## config.mk

```make
export PLATFORM = sky130hd
export DESIGN_NAME = light_energy_color_blend
export DESIGN_NICKNAME = d
export VERILOG_FILES = /design/src/hdl/lecb_pkg.sv /design/src/hdl/lecb_ctrl.sv /design/src/hdl/lecb_datapath.sv /design/src/hdl/light_energy_color_blend.sv
export SDC_FILE = /design/constraint.sdc
export NUM_CORES = 2
export LEC_CHECK = 0
export BUFFER_PORTS_ARGS = -buffer_cell sky130_fd_sc_hd__buf_2
export CAP_MARGIN = 20
export CORE_ASPECT_RATIO = 1.1
export CORE_MARGIN = 2
export CORE_UTILIZATION = 34
export CTS_CLUSTER_SIZE = 40
export DETAILED_ROUTE_END_ITERATION = 8
export RECOVER_POWER = 25
export SLEW_MARGIN = 40
export SYNTH_ARGS = -nofsm -noshare
export SYNTH_HDL_FRONTEND = slang
export SYNTH_SLANG_ARGS = --single-unit
```

## constraint.sdc

```tcl
create_clock -name clk -period 10.6 [get_ports clk]
set_input_delay 1.06 -clock clk [delete_from_list [all_inputs] [get_ports clk]]
set_output_delay 1.06 -clock clk [all_outputs]
set_load 0.02 [all_outputs]
```

## src/hdl/lecb_pkg.sv

```systemverilog
// Package for the light energy color blend: widths, fixed-point constants,
// register map, controller/datapath command types. No dependencies.
`timescale 1ns / 1ps

package lecb_pkg;

  localparam int COLOR_W          = 24;
  localparam int CHAN_W           = 8;
  localparam int NUM_CH           = 3;
  localparam int CH_W             = 2;
  localparam int ENERGY_W         = 24;
  localparam int GAIN_W           = 16;
  localparam int AMB_W            = 24;
  localparam int SUM_W            = 40;
  localparam int TOTAL_W          = 32;
  localparam int ENERGY_FRAC_BITS = 16;
  localparam int GAIN_FRAC_BITS   = 14;
  localparam int WEIGHT_W         = ENERGY_FRAC_BITS + 1;
  localparam int PROD_W           = AMB_W + WEIGHT_W;
  localparam int MIX_W            = ((PROD_W > SUM_W + GAIN_FRAC_BITS) ?
                                     PROD_W : SUM_W + GAIN_FRAC_BITS) + 1;
  localparam int MIX_SHIFT        = GAIN_FRAC_BITS + ENERGY_FRAC_BITS;
  localparam int QUOT_W           = CHAN_W;
  localparam int STEP_W           = 3;

  localparam logic [WEIGHT_W-1:0] ENERGY_ONE = WEIGHT_W'(1) << ENERGY_FRAC_BITS;
  localparam logic [CHAN_W-1:0]   CH_MAX     = '1;
  localparam logic [SUM_W-1:0]    SUM_MAX    = '1;
  localparam logic [TOTAL_W-1:0]  TOTAL_MAX  = '1;
  localparam logic [GAIN_W-1:0]   GAIN_RESET = 16'd16384;

  // APB register map
  localparam int ADDR_W     = 3;
  localparam int DATA_W     = 32;
  localparam int REG_IDX_LSB = 2;
  localparam logic REG_AMBIENT_GAIN = 1'b0;

  typedef struct packed {
    logic              latch_in;
    logic              acc;
    logic              prep;
    logic              div_step;
    logic              mix;
    logic              load_out;
    logic [CH_W-1:0]   chan;
    logic [STEP_W-1:0] step;
  } lecb_cmd_t;

  typedef struct packed {
    logic last;
    logic div_needed;
  } lecb_stat_t;

  // red sits in the top byte
  function automatic logic [CHAN_W-1:0] channel_of(input logic [COLOR_W-1:0] rgb,
                                                   input logic [CH_W-1:0] idx);
    logic [CHAN_W-1:0] c;
    case (idx)
      2'd0:    c = rgb[23:16];
      2'd1:    c = rgb[15:8];
      default: c = rgb[7:0];
    endcase
    return c;
  endfunction

endpackage

```

## src/hdl/lecb_ctrl.sv

```systemverilog
// Controller of the light energy color blend: sequences accumulate, per-channel
// blend/divide steps and the output handshake. Uses lecb_pkg.
`timescale 1ns / 1ps

module lecb_ctrl
  import lecb_pkg::*;
(
  input  logic       clk,
  input  logic       rst,
  input  logic       in_valid,
  output logic       in_ready,
  output logic       out_valid,
  input  logic       out_ready,
  input  lecb_stat_t stat,
  output lecb_cmd_t  cmd
);

  typedef enum logic [5:0] {
    S_IDLE = 6'b000001,
    S_ACC  = 6'b000010,
    S_PREP = 6'b000100,
    S_DIV  = 6'b001000,
    S_MIX  = 6'b010000,
    S_OUT  = 6'b100000
  } state_t;

  state_t            state, state_next;
  logic [CH_W-1:0]   chan, chan_next;
  logic [STEP_W-1:0] step, step_next;
  logic              out_valid_next;

  always_comb begin
    state_next     = state;
    chan_next      = chan;
    step_next      = step;
    out_valid_next = out_valid;
    cmd            = '0;
    cmd.chan       = chan;
    cmd.step       = step;
    if (out_valid && out_ready) begin
      out_valid_next = 1'b0;
    end
    unique case (state)
      S_IDLE: begin
        if (in_valid) begin
          cmd.latch_in = 1'b1;
          state_next   = S_ACC;
        end
      end
      S_ACC: begin
        cmd.acc = 1'b1;
        if (stat.last) begin
          chan_next  = '0;
          state_next = S_PREP;
        end else begin
          state_next = S_IDLE;
        end
      end
      S_PREP: begin
        cmd.prep   = 1'b1;
        step_next  = STEP_W'(QUOT_W - 1);
        state_next = stat.div_needed ? S_DIV : S_MIX;
      end
      S_DIV: begin
        cmd.div_step = 1'b1;
        if (step == '0) begin
          state_next = S_MIX;
        end else begin
          step_next = step - 1'b1;
        end
      end
      S_MIX: begin
        cmd.mix = 1'b1;
        if (chan == CH_W'(NUM_CH - 1)) begin
          state_next = S_OUT;
        end else begin
          chan_next  = chan + 1'b1;
          state_next = S_PREP;
        end
      end
      S_OUT: begin
        // wait until the output register is free
        if (!out_valid || out_ready) begin
          cmd.load_out   = 1'b1;
          out_valid_next = 1'b1;
          state_next     = S_IDLE;
        end
      end
      default: state_next = S_IDLE;
    endcase
  end

  always_ff @(posedge clk) begin
    if (rst) begin
      state     <= S_IDLE;
      chan      <= '0;
      step      <= '0;
      out_valid <= 1'b0;
    end else begin
      state     <= state_next;
      chan      <= chan_next;
      step      <= step_next;
      out_valid <= out_valid_next;
    end
  end

  assign in_ready = (state == S_IDLE);

endmodule

```

## src/hdl/lecb_datapath.sv

```systemverilog
// Datapath of the light energy color blend: input word latch, accumulators,
// ambient gain register, blend multiplier, restoring divider, output register.
// Uses lecb_pkg; driven by lecb_ctrl.
`timescale 1ns / 1ps

module lecb_datapath
  import lecb_pkg::*;
(
  input  logic                clk,
  input  logic                rst,
  input  lecb_cmd_t           cmd,
  output lecb_stat_t          stat,
  input  logic                gain_we,
  input  logic [GAIN_W-1:0]   gain_wdata,
  output logic [GAIN_W-1:0]   gain,
  input  logic [COLOR_W-1:0]  surface_color,
  input  logic [COLOR_W-1:0]  light_color,
  input  logic [ENERGY_W-1:0] light_energy,
  input  logic                light_valid,
  input  logic                first_light,
  input  logic                last_light,
  output logic [COLOR_W-1:0]  pixel_color
);

  logic [COLOR_W-1:0]  surface_r, light_r;
  logic [ENERGY_W-1:0] energy_r;
  logic                valid_r, first_r, last_r;

  logic [AMB_W-1:0]    amb   [NUM_CH];
  logic [SUM_W-1:0]    wsum  [NUM_CH];
  logic [SUM_W-1:0]    wsum_next [NUM_CH];
  logic [TOTAL_W-1:0]  etot, etot_next;

  logic [PROD_W-1:0]   prod_r;
  logic [SUM_W-1:0]    rem_r;
  logic [QUOT_W-1:0]   quot_r;
  logic                clamp_r;
  logic [CHAN_W-1:0]   res_ch [NUM_CH];

  logic [SUM_W-1:0]    w_sel;
  logic [AMB_W-1:0]    a_sel;
  logic                big;
  logic                over;
  logic [WEIGHT_W-1:0] weight;
  logic [SUM_W-1:0]    dsor;
  logic                fits;
  logic [MIX_W-1:0]    mix_sum, mix_shr;
  logic [CHAN_W-1:0]   mix_val, ch_val;

  // latch the accepted word
  always_ff @(posedge clk) begin
    if (cmd.latch_in) begin
      surface_r <= surface_color;
      light_r   <= light_color;
      energy_r  <= light_energy;
      valid_r   <= light_valid;
      first_r   <= first_light;
      last_r    <= last_light;
    end
  end

  always_ff @(posedge clk) begin
    if (rst) begin
      gain <= GAIN_RESET;
    end else if (gain_we) begin
      gain <= gain_wdata;
    end
  end

  // accumulate: clear on first word, add the light if valid, saturate
  always_comb begin
    logic [TOTAL_W-1:0] tbase;
    logic [TOTAL_W:0]   tsum;
    tbase = first_r ? '0 : etot;
    tsum  = {1'b0, tbase} + (TOTAL_W + 1)'(energy_r);
    if (!valid_r) begin
      etot_next = tbase;
    end else if (tsum[TOTAL_W]) begin
      etot_next = TOTAL_MAX;
    end else begin
      etot_next = tsum[TOTAL_W-1:0];
    end
  end

  for (genvar c = 0; c < NUM_CH; c++) begin : g_ch
    logic [SUM_W-1:0]           wbase;
    logic [CHAN_W+ENERGY_W-1:0] wprod;
    logic [SUM_W:0]             wadd;
    always_comb begin
      wbase = first_r ? '0 : wsum[c];
      wprod = (CHAN_W + ENERGY_W)'(channel_of(light_r, CH_W'(c)))
            * (CHAN_W + ENERGY_W)'(energy_r);
      wadd  = {1'b0, wbase} + (SUM_W + 1)'(wprod);
      if (!valid_r) begin
        wsum_next[c] = wbase;
      end else if (wadd[SUM_W]) begin
        wsum_next[c] = SUM_MAX;
      end else begin
        wsum_next[c] = wadd[SUM_W-1:0];
      end
    end

    always_ff @(posedge clk) begin
      if (rst) begin
        amb[c]  <= '0;
        wsum[c] <= '0;
      end else if (cmd.acc) begin
        if (first_r) begin
          amb[c] <= AMB_W'(channel_of(surface_r, CH_W'(c))) * AMB_W'(gain);
        end
        wsum[c] <= wsum_next[c];
      end
    end
  end

  always_ff @(posedge clk) begin
    if (rst) begin
      etot <= '0;
    end else if (cmd.acc) begin
      etot <= etot_next;
    end
  end

  // per-channel blend
  assign w_sel  = wsum[cmd.chan];
  assign a_sel  = amb[cmd.chan];
  assign big    = (etot >= TOTAL_W'(ENERGY_ONE));
  assign over   = (w_sel >= {etot, {(SUM_W - TOTAL_W){1'b0}}});
  assign weight = ENERGY_ONE - etot[WEIGHT_W-1:0];

  assign stat.last       = last_r;
  assign stat.div_needed = big && !over;

  assign dsor = SUM_W'(etot) << cmd.step;
  assign fits = (rem_r >= dsor);

  always_ff @(posedge clk) begin
    if (cmd.prep) begin
      prod_r  <= PROD_W'(a_sel) * PROD_W'(weight);
      rem_r   <= w_sel;
      quot_r  <= '0;
      clamp_r <= over;
    end else if (cmd.div_step) begin
      // one quotient bit per cycle
      if (fits) begin
        rem_r <= rem_r - dsor;
      end
      quot_r <= {quot_r[QUOT_W-2:0], fits};
    end
  end

  assign mix_sum = MIX_W'(prod_r) + (MIX_W'(w_sel) << GAIN_FRAC_BITS);
  assign mix_shr = mix_sum >> MIX_SHIFT;
  assign mix_val = (mix_shr > MIX_W'(CH_MAX)) ? CH_MAX : mix_shr[CHAN_W-1:0];

  always_comb begin
    if (!big) begin
      ch_val = mix_val;
    end else if (clamp_r) begin
      ch_val = CH_MAX;
    end else begin
      ch_val = quot_r;
    end
  end

  always_ff @(posedge clk) begin
    if (cmd.mix) begin
      res_ch[cmd.chan] <= ch_val;
    end
  end

  always_ff @(posedge clk) begin
    if (cmd.load_out) begin
      pixel_color <= {res_ch[0], res_ch[1], res_ch[2]};
    end
  end

endmodule

```

## src/hdl/light_energy_color_blend.sv

```systemverilog
// Light energy color blend, top level: the APB register port, the controller
// and the datapath. Uses lecb_pkg, lecb_ctrl and lecb_datapath.
//
// Usage: one input word per light of a pixel on the in_valid/in_ready channel;
// first_light opens a pixel (clears the sums, latches the ambient color from
// surface_color), last_light closes it. Each closing word yields one
// pixel_color word on the out_valid/out_ready channel.
// Each word that is not last is latched, then accumulated; a closing word
// is accumulated, then each channel is prepared and blended, with restoring
// divider steps (one quotient bit per cycle) between the two unless the
// total energy is below 1.0 or the quotient saturates; last the output
// register is loaded and out_valid rises. New words are taken only in idle.
// The next pixel's words are taken while a result waits in the output
// register; a stalled receiver holds the block only when the following
// result is ready to load.
// Reset (synchronous, rst) empties the output, clears the accumulators and
// sets ambient_gain to 1.0 (Q2.14). ambient_gain is at APB address 0.
`timescale 1ns / 1ps

module light_energy_color_blend
  import lecb_pkg::*;
(
  input  logic                clk,
  input  logic                rst,
  input  logic                psel,
  input  logic                penable,
  input  logic                pwrite,
  input  logic [ADDR_W-1:0]   paddr,
  input  logic [DATA_W-1:0]   pwdata,
  output logic [DATA_W-1:0]   prdata,
  output logic                pready,
  input  logic                in_valid,
  output logic                in_ready,
  input  logic [COLOR_W-1:0]  surface_color,
  input  logic [COLOR_W-1:0]  light_color,
  input  logic [ENERGY_W-1:0] light_energy,
  input  logic                light_valid,
  input  logic                first_light,
  input  logic                last_light,
  output logic                out_valid,
  input  logic                out_ready,
  output logic [COLOR_W-1:0]  pixel_color
);

  lecb_cmd_t         cmd;
  lecb_stat_t        stat;
  logic              gain_sel;
  logic              gain_we;
  logic [GAIN_W-1:0] gain;

  assign pready   = 1'b1;
  assign gain_sel = (paddr[REG_IDX_LSB] == REG_AMBIENT_GAIN);
  assign gain_we  = psel && penable && pwrite && gain_sel;
  assign prdata   = gain_sel ? DATA_W'(gain) : '0;

  lecb_ctrl u_ctrl (
    .clk       (clk),
    .rst       (rst),
    .in_valid  (in_valid),
    .in_ready  (in_ready),
    .out_valid (out_valid),
    .out_ready (out_ready),
    .stat      (stat),
    .cmd       (cmd)
  );

  lecb_datapath u_dp (
    .clk           (clk),
    .rst           (rst),
    .cmd           (cmd),
    .stat          (stat),
    .gain_we       (gain_we),
    .gain_wdata    (pwdata[GAIN_W-1:0]),
    .gain          (gain),
    .surface_color (surface_color),
    .light_color   (light_color),
    .light_energy  (light_energy),
    .light_valid   (light_valid),
    .first_light   (first_light),
    .last_light    (last_light),
    .pixel_color   (pixel_color)
  );

endmodule

```

==> key figures <==
Global routing
  – Gr usage total: 0.196
  – First-pass GRT wire length: 322000 um
  – Initial antenna violation count: 7
  – Remaining Overflow, GRT: 0
  – Largest net degree at the start of global routing: 164
  – Vias in the first global route: 56200

Timing
  – Hold Vio Cnt, Final: 0
  – Slew at the pin with the worst max-slew slack: 3640 ps
  – # setup viols final: 0
  – Max Clock Skew: 66.0 ps
  – RSZ-0062 raised after global routing: no
  – Fin crit share: 0.883
  – Pins Over Slew Limit: 261
  – Relative slew slack: -1.43
  – Fin Setup TNS: 0 ps
  – Maximum clock rate: 107 MHz
  – Final min period: 9360 ps

Worst setup path
  – Crit start category: flip-flop
  – Critical path data required time: 11080 ps
  – CP endpoint kind: flip-flop
  – Crit path max fanout: 14
  – Most common cell on crit path: fa_1
  – Crit path kind: reg -> reg
  – Worst path arrival time: 9840 ps
  – R2r worst-path depth: 31
  – Crit-path max cell delay: 580 ps
  – Critical-path top delay cell: or4_1

Layout
  – Share of layout cells above drive strength 1: 0.0624
  – Fin cells: 10400
  – Area Overhead vs Synth: 9.15%
  – Nets: 9357

Synth
  – Post-synth top area share: 0.307
  – Warnings, synthesis: 0
  – Post-synthesis sequential area ratio: 0.186
  – Ys flop type: edfxtp_1
  – Synth Instances: 7619
  – Synth cell count leaders: inv_1, nand2_1, fa_1, ha_1, and2_1
  – Synth area leader: fa_1
  – Fraction of registers with async set/reset: 0
  – Most frequent cell after synthesis: inv_1
  – Number of synthesized register bits: 453
  – Area contributors post-synth: fa_1, edfxtp_1, ha_1
  – Library cells used by synthesis: 85
  – Avg Synthesized Cell Area: 9.12 um^2
  – Post-Syn Area: 69500 um^2
  – EDFF count, synth: 383

Pwr
  – Total Power: 13.9 mW
  – Cell area power density: 184 nW/um^2
  – Max VDD drop: 0.000152 V
  – P_leak: 33.8 nW

Die
  – Die area: 208000 um^2
  – # IOs: 176
  – DIE WIDTH: 435 um
  – Initial Utilization: 0.341
  – Core ar.: 204000 um^2
  – Row cnt: 174
  – DIE HEIGHT: 478 um

Route
  – Remaining antenna violation count after routing: 0
  – Routed WL: 205000 um
  – WL/cell: 19.7 um
  – Vias per cell: 5.15
  – Drt first pass iters: 7
  – Drc violations: 0
  – Initial DRC Count: 3868
  – Vias post-DR: 53700

Clocking
  – CTS tree: built
  – Register clock-pin slew on the reported worst setup and hold paths: 60 ps
  – Post-CTS Setup Bufs: 0
  – Post-cts resize count: 0
  – CTS Hold Bufs: 0
  – Inserted Clock Buffers: 61
  – H-tree level count: 2
  – Root buf cell: clkbuf_16
  – Max Buffers Root-to-Sink: 3
  – CTS sink cnt: 453
  – Clk Latency, worst-skew pair: 740 ps

Status
  – Failing checks: capacitance limit, slew limit
  – Status: finished with violations

Placed design
  – Cell count after placement: 10300
  – Final GP Congestion: 0.899
  – Placed wire-length estimate: 155000 um
  – Port bufs: 140

Min path
  – Hold Path Stages: 0
  – Hold Path Class: reg -> reg

Flow run
  – Max Cap Viol: 6
## where the power goes
part           switching, mW  internal, mW
registers             0.0987          2.11
clock network          0.975          1.27
logic                   5.56          3.92
## cell families (layout without fill, tap and decap cells)
group | after synthesis | in the layout | share of synthesized area
compound gates | 1073 | 1073 | 0.0994
xor+xnor | 235 | 235 | 0.0296
fa+ha+maj | 1610 | 1610 | 0.405
buf+inv | 1619 | 1667 | 0.0886
flops | 453 | 453 | 0.186
mux | 131 | 131 | 0.0229
other cells | 2 | 19 | 0.000108
simple gates | 2496 | 2496 | 0.168
## flip-flops by register name, summed over array words and instances, names as in the netlist, 2 cells and up, named ones only
name,count
u_dp.surface_r,24
u_ctrl.state,6
u_dp.amb,72
u_dp.gain,16
pixel_color,24
u_dp.wsum,120
u_ctrl.chan,2
u_dp.light_r,24
u_dp.prod_r,27
u_dp.rem_r,40
u_dp.quot_r,8
u_dp.energy_r,24
u_dp.res_ch,24
u_ctrl.step,3
u_dp.etot,32
## worst paths after layout
path | from | to | slack, ps
max | u_dp.etot[1] | u_dp.prod_r[39] | 1240
min | u_dp.res_ch[1][3] | pixel_color[11] | 420
max reg2reg | u_dp.etot[1] | u_dp.prod_r[39] | 1240
min reg2reg | u_dp.res_ch[1][3] | pixel_color[11] | 420
## cell type report
| class | instances | area [um^2] |
|---|---|---|
| fill | 20700 | 128000 |
| multi-input combinational | 5562 | 50700 |
| sequential | 453 | 12900 |
| inverter | 1249 | 4700 |
| tap | 2728 | 3410 |
| timing repair buffer | 303 | 2010 |
| clock buffer | 65 | 1550 |
| clock inverter | 50 | 559 |
| antenna | 2 | 5.00 |
## worst max-delay path, delay by kind of cell, from the launching register on
family,cells,cell delay [ps]
adder cells (fa/ha/maj),8,3540
AND/OR/NAND/NOR,9,2650
AO/OA/AOI/OAI,7,1660
buffers and inverters,5,550
flip-flops,1,380
XOR/XNOR,2,300
## per-layer routing
| metal | part of all wire | vias up | global-route usage |
|---|---|---|---|
| met4 | 0.037 | 2 | 0.0708 |
| met5 | 0.000088 | - | 0 |
| met3 | 0.060 | 316 | 0.0236 |
| li1 | - | 24400 | - |
| met2 | 0.47 | 1677 | 0.326 |
| met1 | 0.43 | 27200 | 0.264 |
## per-stage QoR
stage	instance area, um^2	hold slack [ps]	utilization	setup slack [ps]
finish	75800	417	0.372	1240
global route	75800	419	0.372	771
CTS	75800	419	0.372	983
detailed placement	73700	405	0.362	1040
global placement	73400	405	0.360	1210
floorplan	69500	400	-	2190
## cells in the final DEF, fill, tap and decap left out, drive strengths merged, types with 18 or more instances in the layout
| master | netlist | final |
|---|---|---|
| and2 | 451 | 451 |
| and3 | 42 | 42 |
| nor3 | 76 | 76 |
| xnor2 | 136 | 136 |
| fa | 1067 | 1067 |
| o21a | 60 | 60 |
| o21bai | 28 | 28 |
| o31ai | 20 | 20 |
| a221oi | 67 | 67 |
| nor4 | 18 | 18 |
| a21o | 112 | 112 |
| nand2b | 132 | 132 |
| a211oi | 41 | 41 |
| a31oi | 56 | 56 |
| nor2b | 82 | 82 |
| o21ai | 251 | 251 |
| inv | 1249 | 1256 |
| a21oi | 286 | 286 |
| nand2 | 1140 | 1140 |
| ha | 543 | 543 |
| buf | 43 | 289 |
| dfxtp | 70 | 70 |
| nor2 | 381 | 381 |
| mux4 | 22 | 22 |
| a21boi | 20 | 20 |
| xor2 | 99 | 99 |
| nand4 | 33 | 33 |
| clkbuf | 327 | 79 |
| nand3 | 71 | 71 |
| clkinv | 0 | 31 |
| edfxtp | 383 | 383 |
| or3 | 23 | 23 |
| mux2i | 108 | 108 |
(Power assumes the default switching activity.)
